### config.mk
export PLATFORM = sky130hd
export DESIGN_NAME = glba_load_mem
export DESIGN_NICKNAME = d
export VERILOG_FILES = /design/src/rtl/greedy_load_balanced_assignment_core_assert.svh /design/src/rtl/glba_pkg.sv /design/src/rtl/glba_load_mem.sv
export SDC_FILE = /design/constraint.sdc
export NUM_CORES = 1
export LEC_CHECK = 0
export ABC_AREA = 1
export BUFFER_PORTS_ARGS = -buffer_cell sky130_fd_sc_hd__buf_2
export CAP_MARGIN = 25
export CORE_MARGIN = 1
export CORE_UTILIZATION = 54
export DETAILED_ROUTE_END_ITERATION = 16
export HOLD_SLACK_MARGIN = 0.05
export PLACE_DENSITY_LB_ADDON = 0.15
export SETUP_SLACK_MARGIN = 0.3
export SYNTH_ARGS = -nofsm -noshare
export SYNTH_HDL_FRONTEND = slang
export SYNTH_SLANG_ARGS = --single-unit
### constraint.sdc
create_clock -name clk -period 1.4 [get_ports clk]
set_input_delay 0.28 -clock clk [delete_from_list [all_inputs] [get_ports clk]]
set_output_delay 0.28 -clock clk [all_outputs]
set_load 0.02 [all_outputs]
### src/rtl/greedy_load_balanced_assignment_core_assert.svh
// ----------------------------------------------------------------------------
// greedy load-balanced assignment: assertion macros
// Concurrent checks with a disable-on-reset guard, one per line of use.
// ----------------------------------------------------------------------------
`ifndef GREEDY_LOAD_BALANCED_ASSIGNMENT_CORE_ASSERT_SVH
`define GREEDY_LOAD_BALANCED_ASSIGNMENT_CORE_ASSERT_SVH

// consequent holds in the same cycle as the antecedent
`define GLBA_ASSERT_NOW(lbl, clk, rst, ante, cons, msg) \
  lbl: assert property (@(posedge clk) disable iff (rst) (ante) |-> (cons)) \
    else $error(msg);

// consequent holds in the cycle after the antecedent
`define GLBA_ASSERT_NEXT(lbl, clk, rst, ante, cons, msg) \
  lbl: assert property (@(posedge clk) disable iff (rst) (ante) |=> (cons)) \
    else $error(msg);

`endif

### src/rtl/glba_pkg.sv
// ----------------------------------------------------------------------------
// glba_pkg
// Shared constants, codes, width helpers and control structs for the
// greedy load-balanced assignment core.
// ----------------------------------------------------------------------------
package glba_pkg;

  // default sizes
  localparam int MAX_ROBOTS_DEF = 16;
  localparam int MAX_GOALS_DEF  = 32;
  localparam int DIST_BITS_DEF  = 16;

  // fixed field widths
  localparam int ROBOT_W    = 4;
  localparam int GOAL_W     = 5;
  localparam int NROB_W     = 5;
  localparam int NGOAL_W    = 6;
  localparam int LOAD_W     = 6;
  localparam int CFG_IDX_W  = 1;
  localparam int CFG_DATA_W = 6;

  // item opcodes
  localparam logic OP_WRITE = 1'b0;
  localparam logic OP_RUN   = 1'b1;

  // register indexes
  localparam logic [CFG_IDX_W-1:0] REG_NUM_ROBOTS = 1'b0;
  localparam logic [CFG_IDX_W-1:0] REG_NUM_GOALS  = 1'b1;

  // bits needed to index a store of the given depth
  function automatic int idx_bits(input int depth);
    return (depth > 1) ? $clog2(depth) : 1;
  endfunction

  // bits needed to hold a count from zero up to maxv
  function automatic int cnt_bits(input int maxv);
    return $clog2(maxv + 1);
  endfunction

  // matrix entry: a finite distance or the unreachable code rows*cols+1
  function automatic int entry_bits(input int mr, input int mg, input int db);
    int sent;
    sent = $clog2(mr * mg + 2);
    return (db > sent) ? db : sent;
  endfunction

  // sequencer to pick unit
  typedef struct packed {
    logic cand;   // candidate issued this cycle (goal still free)
    logic clear;  // forget the best pick of the previous step
  } pick_ctl_t;

  // pick unit to sequencer
  typedef struct packed {
    logic found;  // a best pick is held
    logic busy;   // candidates still in flight
  } pick_stat_t;

endpackage

### src/rtl/glba_load_mem.sv
// ----------------------------------------------------------------------------
// glba_load_mem
// Per-robot load counts: memory with registered read and per-entry valid
// bits, so that a whole run's loads clear together.
// ----------------------------------------------------------------------------
module glba_load_mem
  import glba_pkg::*;
#(
  parameter int MAX_ROBOTS = MAX_ROBOTS_DEF,
  parameter int RIW        = idx_bits(MAX_ROBOTS)
) (
  input  logic              clk,
  input  logic              rst,
  input  logic              clear,
  input  logic              we,
  input  logic [RIW-1:0]    waddr,
  input  logic [LOAD_W-1:0] wdata,
  input  logic [RIW-1:0]    raddr,
  output logic [LOAD_W-1:0] rdata
);

  logic [LOAD_W-1:0]     mem [MAX_ROBOTS];
  logic [MAX_ROBOTS-1:0] vld;
  logic [LOAD_W-1:0]     rd_q;
  logic                  rd_vld;

  // data array
  always_ff @(posedge clk) begin
    if (we) begin
      mem[waddr] <= wdata;
    end
    rd_q   <= mem[raddr];
    rd_vld <= vld[raddr];
  end

  // valid bits, cleared at reset and at the end of each run
  always_ff @(posedge clk) begin
    if (rst || clear) begin
      vld <= '0;
    end else if (we) begin
      vld[waddr] <= 1'b1;
    end
  end

  // an entry never written since the last clear reads as zero
  assign rdata = rd_vld ? rd_q : '0;

endmodule

=== After elaboration in Yosys (flattened, before gate mapping) ===
Memory sizes are Yosys's and may differ from the RTL's. A register that Yosys moved wholly into a read port is not among the register bits.
Cells that the tools add are included.

* Flip-flop bits (word level): 17
* RAM bits: 96
* Input port bits: 18
* Output and inout port bits: 6
* Logic and storage cells: 16
* Memories kept: 1

* $lt $le $gt $ge: 3
* Mux-type cells: 7
* Bitwise operators: 1
* Reduce and logical (&&, ||, !) cells: 2

{| class="wikitable"
|+ Memories
! name !! words !! width !! rd ports !! clocked after Yosys merged registers in !! wr ports !! RTL line !! RTL
|-
| mem || 16 || 6 || 1 || 1 || 1 || glba_load_mem.sv:22 || <nowiki>logic [LOAD_W-1:0] mem [MAX_ROBOTS];</nowiki>
|}

{| class="wikitable"
|+ Operators with widths
! operator !! count
|-
| 16-bit OR || 1
|-
| 4-bit by 5-bit < comparator with 1-bit output, second input constant || 2
|-
| 6-bit two-way mux || 1
|-
| 1-bit binary-select mux with 4-bit select || 1
|-
| 1-bit demux with 4-bit select || 1
|-
| 4-bit by 1-bit >= comparator with 1-bit output, second input constant || 1
|-
| 1-bit two-way mux || 4
|-
| 1-bit logical AND || 1
|-
| 1-bit logical OR || 1
|}

=== Logic depth before layout (Yosys ltp) ===
* Depth after elaboration: 5
* Gate-level depth with buffers: 8
* Depth with buffers taken out: 7

=== Least setup slack after synthesis ===
No wires, ideal clock.

* Path type: in2reg
* Start: input port we
* End: memory mem[10][0] (enable)
* Setup time: 357 ps
* Arrival: 990 ps
* Data required time: 1043 ps
* Path slack: 53 ps
* Stages: 4
* Buffers on the path: 0
* Path through: inv_1 nor3_1 inv_1 nor2_1

* Cells in the longest elaborated chain, start to end: 2

{| class="wikitable"
|+ Ends and longest elaborated chain
! item !! RTL line !! RTL
|-
| start, declared || glba_load_mem.sv:15 || <nowiki>input logic we,</nowiki>
|-
| 1-bit two-way mux || glba_load_mem.sv:29 || <nowiki>if (we) begin</nowiki>
|-
| 1-bit two-way mux (not written as such) || glba_load_mem.sv:30 || <nowiki>mem[waddr] <= wdata;</nowiki>
|-
| end, declared || glba_load_mem.sv:22 ||
|}

No other way between the ends.

=== Final worst setup path ===
* Start: register rd_vld
* End: output port rdata[0]

* Cells in the longest elaborated chain, start to end: 1

{| class="wikitable"
|+ Ends and longest elaborated chain
! item !! RTL line !! RTL
|-
| start, declared || glba_load_mem.sv:25 || <nowiki>logic rd_vld;</nowiki>
|-
| start signal, assigned || glba_load_mem.sv:33 || <nowiki>rd_vld <= vld[raddr];</nowiki>
|-
| 6-bit two-way mux || glba_load_mem.sv:46 || <nowiki>assign rdata = rd_vld ? rd_q : '0;</nowiki>
|-
| end, declared || glba_load_mem.sv:19 || <nowiki>output logic [LOAD_W-1:0] rdata</nowiki>
|}

No other way between the ends.

==> out/qor.csv <==
metric,value,unit
end_kind,output pin,
p_seq_share,46.6,%
post_drt_wl_per_cell,15.6,um
grt_max_degree,35,
stdcell_count,700,
grt_pass1_wl,17600,um
dpl_worst_slack,-0.0135,ns
power_density,1400,nW/um2
antenna_found_initial,0,
cts_buffer_depth,2,
path_buf_inv,2,
ant_nets,0,
finalSetupTns,0,ns
startpoint_type,flop,
path_cells,nand2_1 -> inv_2 -> buf_6,
rsz0062_at_grt,true,
setup_viol,0,
p_leak,2.72,nW
clk_pin_slew,0.05,ns
synth_top_area_share,56.5,%
netlist.top_cell.by_area,edfxtp_1,
drt-total-wl,10900,um
path_delay_family,flip-flops,
slew_headroom,74.9,%
status,"complete, no violations",
synth_most_common_cell,nand2_1,
hold_path_class,input pin to flop,
fp-row-count,35,
peakVddDrop,0.747,mV
swShare,21.9,%
final_nets,594,
worstMarginPinSlew,0.376,ns
syn_inst,541,
postLayoutSetupSlackWorst,0.0236,ns
insertion_delay,0.51,ns
hold_viol,0,
p_switching,1.85,mW
ys_seq_area_share,65.5,%
maxCapViolCount,0,
slew_viol_final,0,
synth_area,5100,um2
finalCriticalPeriod,1.38,ns
gr-total-overflow,0,
drive_gt1_share,14.4,%
cts_buffers,17,
final_area,6040,um2
postCtsHoldBufs,0,
clock_sinks,119,
cts_root_buffer,clkbuf_8,
holdWs,0.126,ns
fin_crit_sh,98.3,%
crit_type,flop to output pin,
dieHeight,99.2,um
place.gp.congestion,0.822,
synth-main-ff-cell,edfxtp_1,
critical_path_arrival,1.10,ns
core,9200,um2
synth_edf_count,96,
port_buffers,23,
num_vias,3599,
p_int,6.59,mW
synth_seq_cells,119,
max_freq,0.727,GHz
cts_tree,built,
dpl.cell_count,668,
postSynthAreaPerCell,9.43,um2
via_per_inst,5.14,
slowest_delay,0.35,ns
crit_slowest_cell,dfxtp_4,
syn-num-nets,559,
antenna_cells,0,
grt_pass1_vias,3475,
cts_max_level,4,
drc_errors,0,
p_comb_share,7.0,%
yosys_warnings,0,
drtIter0Drc,321,
required,1.12,ns
ios,24,
yosys-top-cells-area,"edfxtp_1, nand2_1, dfxtp_1, inv_1, nand3_1",
synth_commonest_cells,"nand2_1, inv_1, edfxtp_1, nand3_1, dfxtp_1",
groute.usage.overall,24.5,%
clkPwrFrac,46.5,%
dp_hpwl,6980,um
skew,0.00473,ns
dpl_cell_area,5470,um2
die_area,9840,um2
first_pass_iters,7,
fin_util,65.7,%
synth_cell_types,15,
nFillCells,721,
die_w,99.2,um
synth_async_sr_flop_share,0,%
total_power,8.44,mW
critical_path_peak_fanout,6,
start_util,55.5,%
area_delta_synth_final,18.4,%
cell families (layout without fill, tap and decap cells):
| logic type | Yosys count | count (layout) | synth area share (%) |
|---|---|---|---|
| AND/OR/NAND/NOR | 273 | 273 | 22.3 |
| AO/OA/AOI/OAI | 10 | 10 | 0.981 |
| flip-flops | 119 | 119 | 65.5 |
| buffers and inverters | 139 | 187 | 11.2 |
state kept, by name, summed over array words and instances (netlist names):
name    flops
mem        96
rd_q        6
rd_vld      1
vld        16
cell type report:
type / instances / area (um2) / area share [%]
multi-input cells: 283 / 1250 / 20.7
well taps: 111 / 139 / 2.30
flip-flops and latches: 119 / 3350 / 55.4
clock buffers: 20 / 425 / 7.04
inverters: 117 / 439 / 7.27
repair buffers: 38 / 328 / 5.43
clock inverters: 12 / 110 / 1.82
tightest hold or removal path: cells and delay by family:
kind / cells / cell delay, ns
buffers and inverters: 1 / 0.17
AND/OR/NAND/NOR: 2 / 0.14
cells in the final DEF, fill, tap and decap left out, drive strengths merged:
master / Yosys / final
inv: 117 / 117
edfxtp: 96 / 96
a21oi: 10 / 10
dfxtp: 23 / 23
clkinv: 0 / 8
nor2: 22 / 22
clkbuf: 3 / 20
or2: 1 / 1
clkinvlp: 0 / 2
nand3: 85 / 85
bufinv: 0 / 2
buf: 19 / 38
nand2: 161 / 161
nor3: 4 / 4
layer usage:
metal | routed length (um) | vias to the layer above | track usage [%] | part of all wire [%]
met5 | 0 | - | 0 | 0
met4 | 200 | 0 | 9.50 | 1.8
met3 | 618 | 18 | 5.13 | 5.7
met2 | 5290 | 112 | 39.5 | 49
met1 | 4790 | 1700 | 33.0 | 44
li1 | - | 1769 | - | -
worst paths after layout:
path / startpoint / endpoint / slack (ns) / cells after the start
min reg2reg: vld[7] / vld[7] / 0.46 / 2
max: rd_vld / rdata[0] / 0.02 / 3
max reg2reg: mem[0][3] / rd_q[3] / 0.35 / 6
min: raddr[3] / rd_q[5] / 0.13 / 3
power groups by stage:
stage / combinational (mW) / sequential, mW / clock (mW)
after floorplan: 0.338 / 4.00 / 0
after global placement: 0.557 / 4.00 / 0
after detailed placement: 0.562 / 4.00 / 0
after CTS: 0.588 / 3.93 / 3.94
after global routing: 0.650 / 3.94 / 4.08
final: 0.589 / 3.93 / 3.92
timing repair:
action / 4_1_cts / 5_1_grt
pin swaps: 2 / 0
buffers inserted: 0 / 0
resized for setup: 14 / 2
setup endpoints to repair: 6 / 6
Power figures use the tool's default switching activity.
