File: config.mk
export PLATFORM = sky130hd
export DESIGN_NAME = glba_pick
export DESIGN_NICKNAME = d
export VERILOG_FILES = /design/src/rtl/greedy_load_balanced_assignment_core_assert.svh /design/src/rtl/glba_pkg.sv /design/src/rtl/glba_pick.sv
export SDC_FILE = /design/constraint.sdc
export NUM_CORES = 1
export LEC_CHECK = 0
export ABC_AREA = 0
export BUFFER_PORTS_ARGS = -buffer_cell sky130_fd_sc_hd__buf_2
export CORE_ASPECT_RATIO = 2
export CORE_UTILIZATION = 30
export CTS_CLUSTER_SIZE = 28
export DETAILED_ROUTE_END_ITERATION = 8
export GPL_TIMING_DRIVEN = 0
export PLACE_DENSITY_LB_ADDON = 0.08
export SYNTH_ARGS = -nofsm -noshare
export SYNTH_HDL_FRONTEND = slang
export SYNTH_SLANG_ARGS = --single-unit
File: constraint.sdc
create_clock -name clk -period 6.3 [get_ports clk]
set_clock_uncertainty 0.15 [all_clocks]
set_input_delay 1.26 -clock clk [delete_from_list [all_inputs] [get_ports clk]]
set_output_delay 1.26 -clock clk [all_outputs]
set_load 0.01 [all_outputs]
File: src/rtl/greedy_load_balanced_assignment_core_assert.svh
// ----------------------------------------------------------------------------
// greedy load-balanced assignment: assertion macros
// Concurrent checks with a disable-on-reset guard, one per line of use.
// ----------------------------------------------------------------------------
`ifndef GREEDY_LOAD_BALANCED_ASSIGNMENT_CORE_ASSERT_SVH
`define GREEDY_LOAD_BALANCED_ASSIGNMENT_CORE_ASSERT_SVH

// consequent holds in the same cycle as the antecedent
`define GLBA_ASSERT_NOW(lbl, clk, rst, ante, cons, msg) \
  lbl: assert property (@(posedge clk) disable iff (rst) (ante) |-> (cons)) \
    else $error(msg);

// consequent holds in the cycle after the antecedent
`define GLBA_ASSERT_NEXT(lbl, clk, rst, ante, cons, msg) \
  lbl: assert property (@(posedge clk) disable iff (rst) (ante) |=> (cons)) \
    else $error(msg);

`endif

File: src/rtl/glba_pkg.sv
// ----------------------------------------------------------------------------
// glba_pkg
// Shared constants, codes, width helpers and control structs for the
// greedy load-balanced assignment core.
// ----------------------------------------------------------------------------
package glba_pkg;

  // default sizes
  localparam int MAX_ROBOTS_DEF = 16;
  localparam int MAX_GOALS_DEF  = 32;
  localparam int DIST_BITS_DEF  = 16;

  // fixed field widths
  localparam int ROBOT_W    = 4;
  localparam int GOAL_W     = 5;
  localparam int NROB_W     = 5;
  localparam int NGOAL_W    = 6;
  localparam int LOAD_W     = 6;
  localparam int CFG_IDX_W  = 1;
  localparam int CFG_DATA_W = 6;

  // item opcodes
  localparam logic OP_WRITE = 1'b0;
  localparam logic OP_RUN   = 1'b1;

  // register indexes
  localparam logic [CFG_IDX_W-1:0] REG_NUM_ROBOTS = 1'b0;
  localparam logic [CFG_IDX_W-1:0] REG_NUM_GOALS  = 1'b1;

  // bits needed to index a store of the given depth
  function automatic int idx_bits(input int depth);
    return (depth > 1) ? $clog2(depth) : 1;
  endfunction

  // bits needed to hold a count from zero up to maxv
  function automatic int cnt_bits(input int maxv);
    return $clog2(maxv + 1);
  endfunction

  // matrix entry: a finite distance or the unreachable code rows*cols+1
  function automatic int entry_bits(input int mr, input int mg, input int db);
    int sent;
    sent = $clog2(mr * mg + 2);
    return (db > sent) ? db : sent;
  endfunction

  // sequencer to pick unit
  typedef struct packed {
    logic cand;   // candidate issued this cycle (goal still free)
    logic clear;  // forget the best pick of the previous step
  } pick_ctl_t;

  // pick unit to sequencer
  typedef struct packed {
    logic found;  // a best pick is held
    logic busy;   // candidates still in flight
  } pick_stat_t;

endpackage

File: src/rtl/glba_pick.sv
// ----------------------------------------------------------------------------
// glba_pick
// Cost pipeline: multiplies load by the load weight, adds the distance and
// keeps the first least-cost candidate of a step.
// ----------------------------------------------------------------------------
module glba_pick
  import glba_pkg::*;
#(
  parameter int RIW    = idx_bits(MAX_ROBOTS_DEF),
  parameter int GIW    = idx_bits(MAX_GOALS_DEF),
  parameter int EW     = entry_bits(MAX_ROBOTS_DEF, MAX_GOALS_DEF, DIST_BITS_DEF),
  parameter int COEF_W = DIST_BITS_DEF + 1
) (
  input  logic              clk,
  input  logic              rst,
  input  pick_ctl_t         ctl,
  input  logic [RIW-1:0]    r_in,
  input  logic [GIW-1:0]    g_in,
  input  logic [EW-1:0]     dist_q,
  input  logic [LOAD_W-1:0] load_q,
  input  logic [COEF_W-1:0] coeff,
  output logic [RIW-1:0]    best_r,
  output logic [GIW-1:0]    best_g,
  output logic [LOAD_W-1:0] best_load,
  output pick_stat_t        stat
);

  localparam int PROD_W = COEF_W + LOAD_W;
  localparam int COST_W = ((EW > PROD_W) ? EW : PROD_W) + 1;

  logic              s1_v;
  logic [RIW-1:0]    s1_r;
  logic [GIW-1:0]    s1_g;
  logic              s2_v;
  logic [RIW-1:0]    s2_r;
  logic [GIW-1:0]    s2_g;
  logic [EW-1:0]     s2_dist;
  logic [PROD_W-1:0] s2_prod;
  logic [LOAD_W-1:0] s2_load;
  logic              found;
  logic [COST_W-1:0] best_cost;
  logic [COST_W-1:0] cost;

  // stage valids
  always_ff @(posedge clk) begin
    if (rst) begin
      s1_v <= 1'b0;
      s2_v <= 1'b0;
    end else begin
      s1_v <= ctl.cand;
      s2_v <= s1_v;
    end
  end

  // tags line up with the memory read data; then the load product
  always_ff @(posedge clk) begin
    s1_r    <= r_in;
    s1_g    <= g_in;
    s2_r    <= s1_r;
    s2_g    <= s1_g;
    s2_dist <= dist_q;
    s2_load <= load_q;
    s2_prod <= PROD_W'(coeff) * PROD_W'(load_q);
  end

  assign cost = COST_W'(s2_dist) + COST_W'(s2_prod);

  // strict compare keeps the first of equal candidates
  always_ff @(posedge clk) begin
    if (rst || ctl.clear) begin
      found <= 1'b0;
    end else if (s2_v && (!found || cost < best_cost)) begin
      found <= 1'b1;
    end
  end

  always_ff @(posedge clk) begin
    if (s2_v && (!found || cost < best_cost)) begin
      best_cost <= cost;
      best_r    <= s2_r;
      best_g    <= s2_g;
      best_load <= s2_load;
    end
  end

  assign stat.found = found;
  assign stat.busy  = s1_v | s2_v;

endmodule

Yosys cells after proc, flatten, opt, wreduce, memory -nomap -nowiden

Index checks and enable logic that the tools add are counted.

$add $sub $neg: 1
Multiply operators: 1
Div/mod/pow operators: 0
$lt $le $gt $ge: 1
Equal/unequal tests: 0
Shift-type cells: 0
Mux-type cells: 0
Bitwise operators: 1
Reductions and logical operators: 4

Operator list:

| cell                        | number |
|---|---|
| adder 16 x 23 -> 24 bit     | 1 |
| less-than comparator 24 bit | 1 |
| multiplier 17 x 6 -> 23 bit | 1 |
| logical OR 1 bit            | 2 |
| logical AND 1 bit           | 1 |
| logical NOT 1 bit           | 1 |
| bitwise OR 1 bit            | 1 |

Register bits: 105
Bits in latches: 0
Memory bits (writable): 0
Bits in read-only memories: 0
Input port bits: 52
Output and inout port bits: 17
Logic and storage cells: 22
Memories kept: 0

Longest topological paths before layout

Depth in word-level cells: 4
Depth in mapped cells: 16
Gate-level depth less buffers: 16

Worst setup path before layout

Ideal clock, no wire load.

Path type: register -> register
From: register s2_dist[0]
To: register best_cost[0] (enable)
Library setup time: 0.494 ns
Data arrival time: 6.152 ns
Required time: 5.656 ns
Path slack: -0.496 ns
Cell stages (with the launch flop): 17
Cell sequence: dfxtp_1 ha_1 fa_1 a21o_1 a21oi_2 o211ai_1 a2111o_1 a31o_1 a21oi_1 xnor2_1 ha_1 a21o_1 a21oi_1 nor2_1 a211oi_1 o221ai_1 a211oi_1

Longest elaborated chain between the ends: 4

Ends and longest elaborated chain:

| element                     | RTL line        | text |
|---|---|---|
| start, declared             | glba_pick.sv:37 | `logic [EW-1:0] s2_dist;` |
| start signal, assigned      | glba_pick.sv:61 | `s2_dist <= dist_q;` |
| adder 16 x 23 -> 24 bit     | glba_pick.sv:66 | `assign cost = COST_W'(s2_dist) + COST_W'(s2_prod);` |
| via cost[14]                | glba_pick.sv:42 | `logic [COST_W-1:0] cost;` |
| less-than comparator 24 bit | glba_pick.sv:78 | `if (s2_v && (!found \|\| cost < best_cost)) begin` |
| logical OR 1 bit            | glba_pick.sv:78 |  |
| logical AND 1 bit           | glba_pick.sv:78 |  |
| end signal, assigned        | glba_pick.sv:79 | `best_cost <= cost;` |
| end, declared               | glba_pick.sv:41 | `logic [COST_W-1:0] best_cost;` |

The timed path passes the listed nets, and every way through them passes these cells.
A chain may end at the register's enable or synchronous reset.

Worst setup path after layout

From: input load_q[4]
To: register s2_prod[19]

Longest elaborated chain between the ends: 1

Ends and longest elaborated chain:

| element                     | RTL line        | text |
|---|---|---|
| start, declared             | glba_pick.sv:20 | `input logic [LOAD_W-1:0] load_q,` |
| multiplier 17 x 6 -> 23 bit | glba_pick.sv:63 | `s2_prod <= PROD_W'(coeff) * PROD_W'(load_q);` |
| end signal, assigned        | glba_pick.sv:63 |  |
| end, declared               | glba_pick.sv:38 | `logic [PROD_W-1:0] s2_prod;` |

No other way between the ends.

==> results.cfg <==
[status]
status = finished clean

[finish]
drive_above_1_share = 0.129
area_growth_pct = 14.6
layout.cells.non_filler = 1034
utilization = 0.349
diodes = 0
fin_nets = 930

[global_route]
antenna_found_initial = 0
grt_usage = 0.132
grt_pass1_wl_mm = 24.5
grt_max_degree = 21
grt-ovfl-total = 0
grt_pass1_vias = 5128

[critical_path]
path_common_cell = fa_1
r2r_start = s2_dist[0]
crit_path_top_delay_cell = fa_1
r2r_slack_ps = 1110
crit_path_max_fanout = 10
crit_path_end_kind = flop
crit_type = in2reg
crit_chain = buf_2 > clkbuf_1 > and2_1 > fa_1 > fa_1 > inv_1 > fa_1 > inv_1 > ha_1 > a21o_1 > a21o_1 > or3_1 > o21a_4 > a311oi_4 > o21bai_2 > xor2_1
cp-start-kind = primary input
max_stage_delay_ps = 550
r2r_cells = 15
regToRegEndpoint = best_cost[1]
cp.arrival_ps = 5760
worstPathRequired_ps = 6400
cp.buffers_inverters = 4
critPathTopFamily = adder cells

[timing]
slew_headroom = 0.267
finalMaxSlewViolations = 0
fin_hold_ws_ps = 179
min_period_over_period = 0.898
setup-violations-final = 0
max_freq_mhz = 177
hold_viol = 0
grt_setup_unrepaired = false
worstMarginPinSlew_ps = 1070
finalWorstSetupSlack_ps = 645
fin_crit_ps = 5660

[clocking]
cts_resized = 0
cts_hold_buf = 0
cts_buffer_depth = 2
clockRootBuffer = clkbuf_16
cts_buffers = 9
cts_tree = yes
insertion_delay_ps = 370
cts_setup_buffers = 0
cts_htree_levels = 3
clock_sinks = 105
cts.clk_slew.worst_paths_ps = 70

[power_and_ir_drop]
p_leak_nw = 3.85
powerDensity_nw_per_um2 = 364
max-vdd-ir-drop_uv = 220

[floorplan]
start_util = 0.305
num_io_pins = 69
dieHeight_um = 219
die_x_um = 110
core-area_um2 = 23100
rows = 79
dieArea_um2 = 24200

[synthesis]
synth-edff-count = 39
synth_top_family_by_area = adder cells
synth_compound_area_frac = 0.101
netlist-cell-type-count = 52
synthAdderAreaFrac = 0.300
syn_area_per_cell_um2 = 10.6
ys_async_sr_fraction = 0
netlist_area_um2 = 7050
yosys.area_share.simple = 0.137
synthFlopType = dfxtp_1
ys_seq_area_frac = 0.353
syn_nets = 849
synthXorXnorAreaFrac = 0.0460
netlist_instances = 665
ys_ff_latch = 105
yosys_warnings = 0
synth_mux_area_frac = 0

[placement]
gp_congestion = 0.777
pre_cts_slack_ps = 186
dp.final_hpwl_mm = 12.4
port_buffers = 68
place_inst = 1018

[hold_path]
hold_path_class = reg2reg
hp-start = s1_r[0]
hold_end = s2_r[0]
holdPathStages = 0

[route]
route.detailed.drc = 0
vias_per_cell = 4.51
totalWireLength_mm = 14.9
postRouteAntennaNets = 0
routedWlPerCell_um = 14.4
drt_iter0_markers = 132
first_pass_iters = 4
vias = 4664

[run]
cap_violations = 0
## worst max path at each step
stage	startpoint	end	slack, ps	cells past startpoint
global placement	s2_dist[0]	best_load[4]	-790	16
finish	load_q[4]	s2_prod[19]	640	16
CTS	load_q[4]	s2_prod[19]	590	16
detailed placement	load_q[4]	s2_prod[19]	190	16
global route	load_q[4]	s2_prod[19]	460	16
floorplan	s2_dist[0]	best_cost[0]	830	16
## where the power goes
group | switching (mW) | internal, mW | leakage [nW]
logic | 0.819 | 0.669 | 2.79
registers | 0.0400 | 0.856 | 0.914
clock network | 0.281 | 0.279 | 0.145
total | 1.14 | 1.80 | 3.85
## sequential cells by signal (all words and copies together) (netlist names)
signal / count
best_cost: 24
s2_prod: 23
s2_dist: 16
best_load: 6
s2_load: 6
best_g: 5
s1_g: 5
s2_g: 5
best_r: 4
s1_r: 4
s2_r: 4
found: 1
s1_v: 1
s2_v: 1
## routing by layer
metal  wire (um)  part of all wire  global-route usage
met5           0                 0                   0
met4         716             0.048              0.0827
met2        8170              0.55               0.258
met3         470             0.032              0.0276
met1        5490              0.37               0.123
## cells in the final DEF (no fill, tap or decap), types with 24 or more instances in the layout
master	n
a21o_1	24
a21oi_1	28
and2_1	82
buf_2	68
dfxtp_1	66
edfxtp_1	39
fa_1	62
ha_1	70
inv_1	109
nand2_1	35
xnor2_1	25
## kinds of logic after synthesis
group           Yosys count
xor+xnor                 37
fa+ha+maj               132
simple gates            174
buf+inv                 117
compound gates          100
flops                   105
## cells in the mapped netlist, types with 2 or more instances
library cell	n	share of area
a211oi_1	2	0.0021
a21o_1	24	0.026
a21oi_1	28	0.020
a31oi_1	4	0.0035
and2_1	82	0.073
and3_1	7	0.0062
clkbuf_1	7	0.0037
dfxtp_1	66	0.19
edfxtp_1	39	0.17
fa_1	62	0.18
ha_1	70	0.12
inv_1	109	0.058
nand2_1	35	0.019
nand2b_1	4	0.0035
nand3_1	6	0.0043
nand4_1	6	0.0053
nor2_1	12	0.0064
nor2b_1	8	0.0071
nor3_1	4	0.0028
nor4_1	3	0.0027
o211ai_1	2	0.0021
o21a_1	3	0.0032
o21ai_0	11	0.0078
o21ai_1	2	0.0014
o21bai_1	4	0.0043
o21bai_2	2	0.0032
or3_1	3	0.0027
xnor2_1	25	0.031
xor2_1	12	0.015
## area by class of cell
| class | count | area, um2 |
|---|---|---|
| plain buffers | 8 | 33.8 |
| clock buffers | 9 | 225 |
| clock inverters | 7 | 68.8 |
| fillers | 2421 | 15000 |
| inverters | 109 | 409 |
| multi-input cells | 443 | 4130 |
| flip-flops and latches | 105 | 2490 |
| well taps | 283 | 354 |
| repair buffers | 70 | 370 |
## per-stage QoR
step                      instance area (um2)  TNS, ps  power, mW
final                                    8080        0       2.94
after global placement                   7750   -30640       2.39
after CTS                                8080        0       3.01
after global routing                     8080        0       3.24
after floorplan                          7060        0       2.08
after detailed placement                 7790        0       2.43
Note: power is estimated with default switching activity, not from simulation.
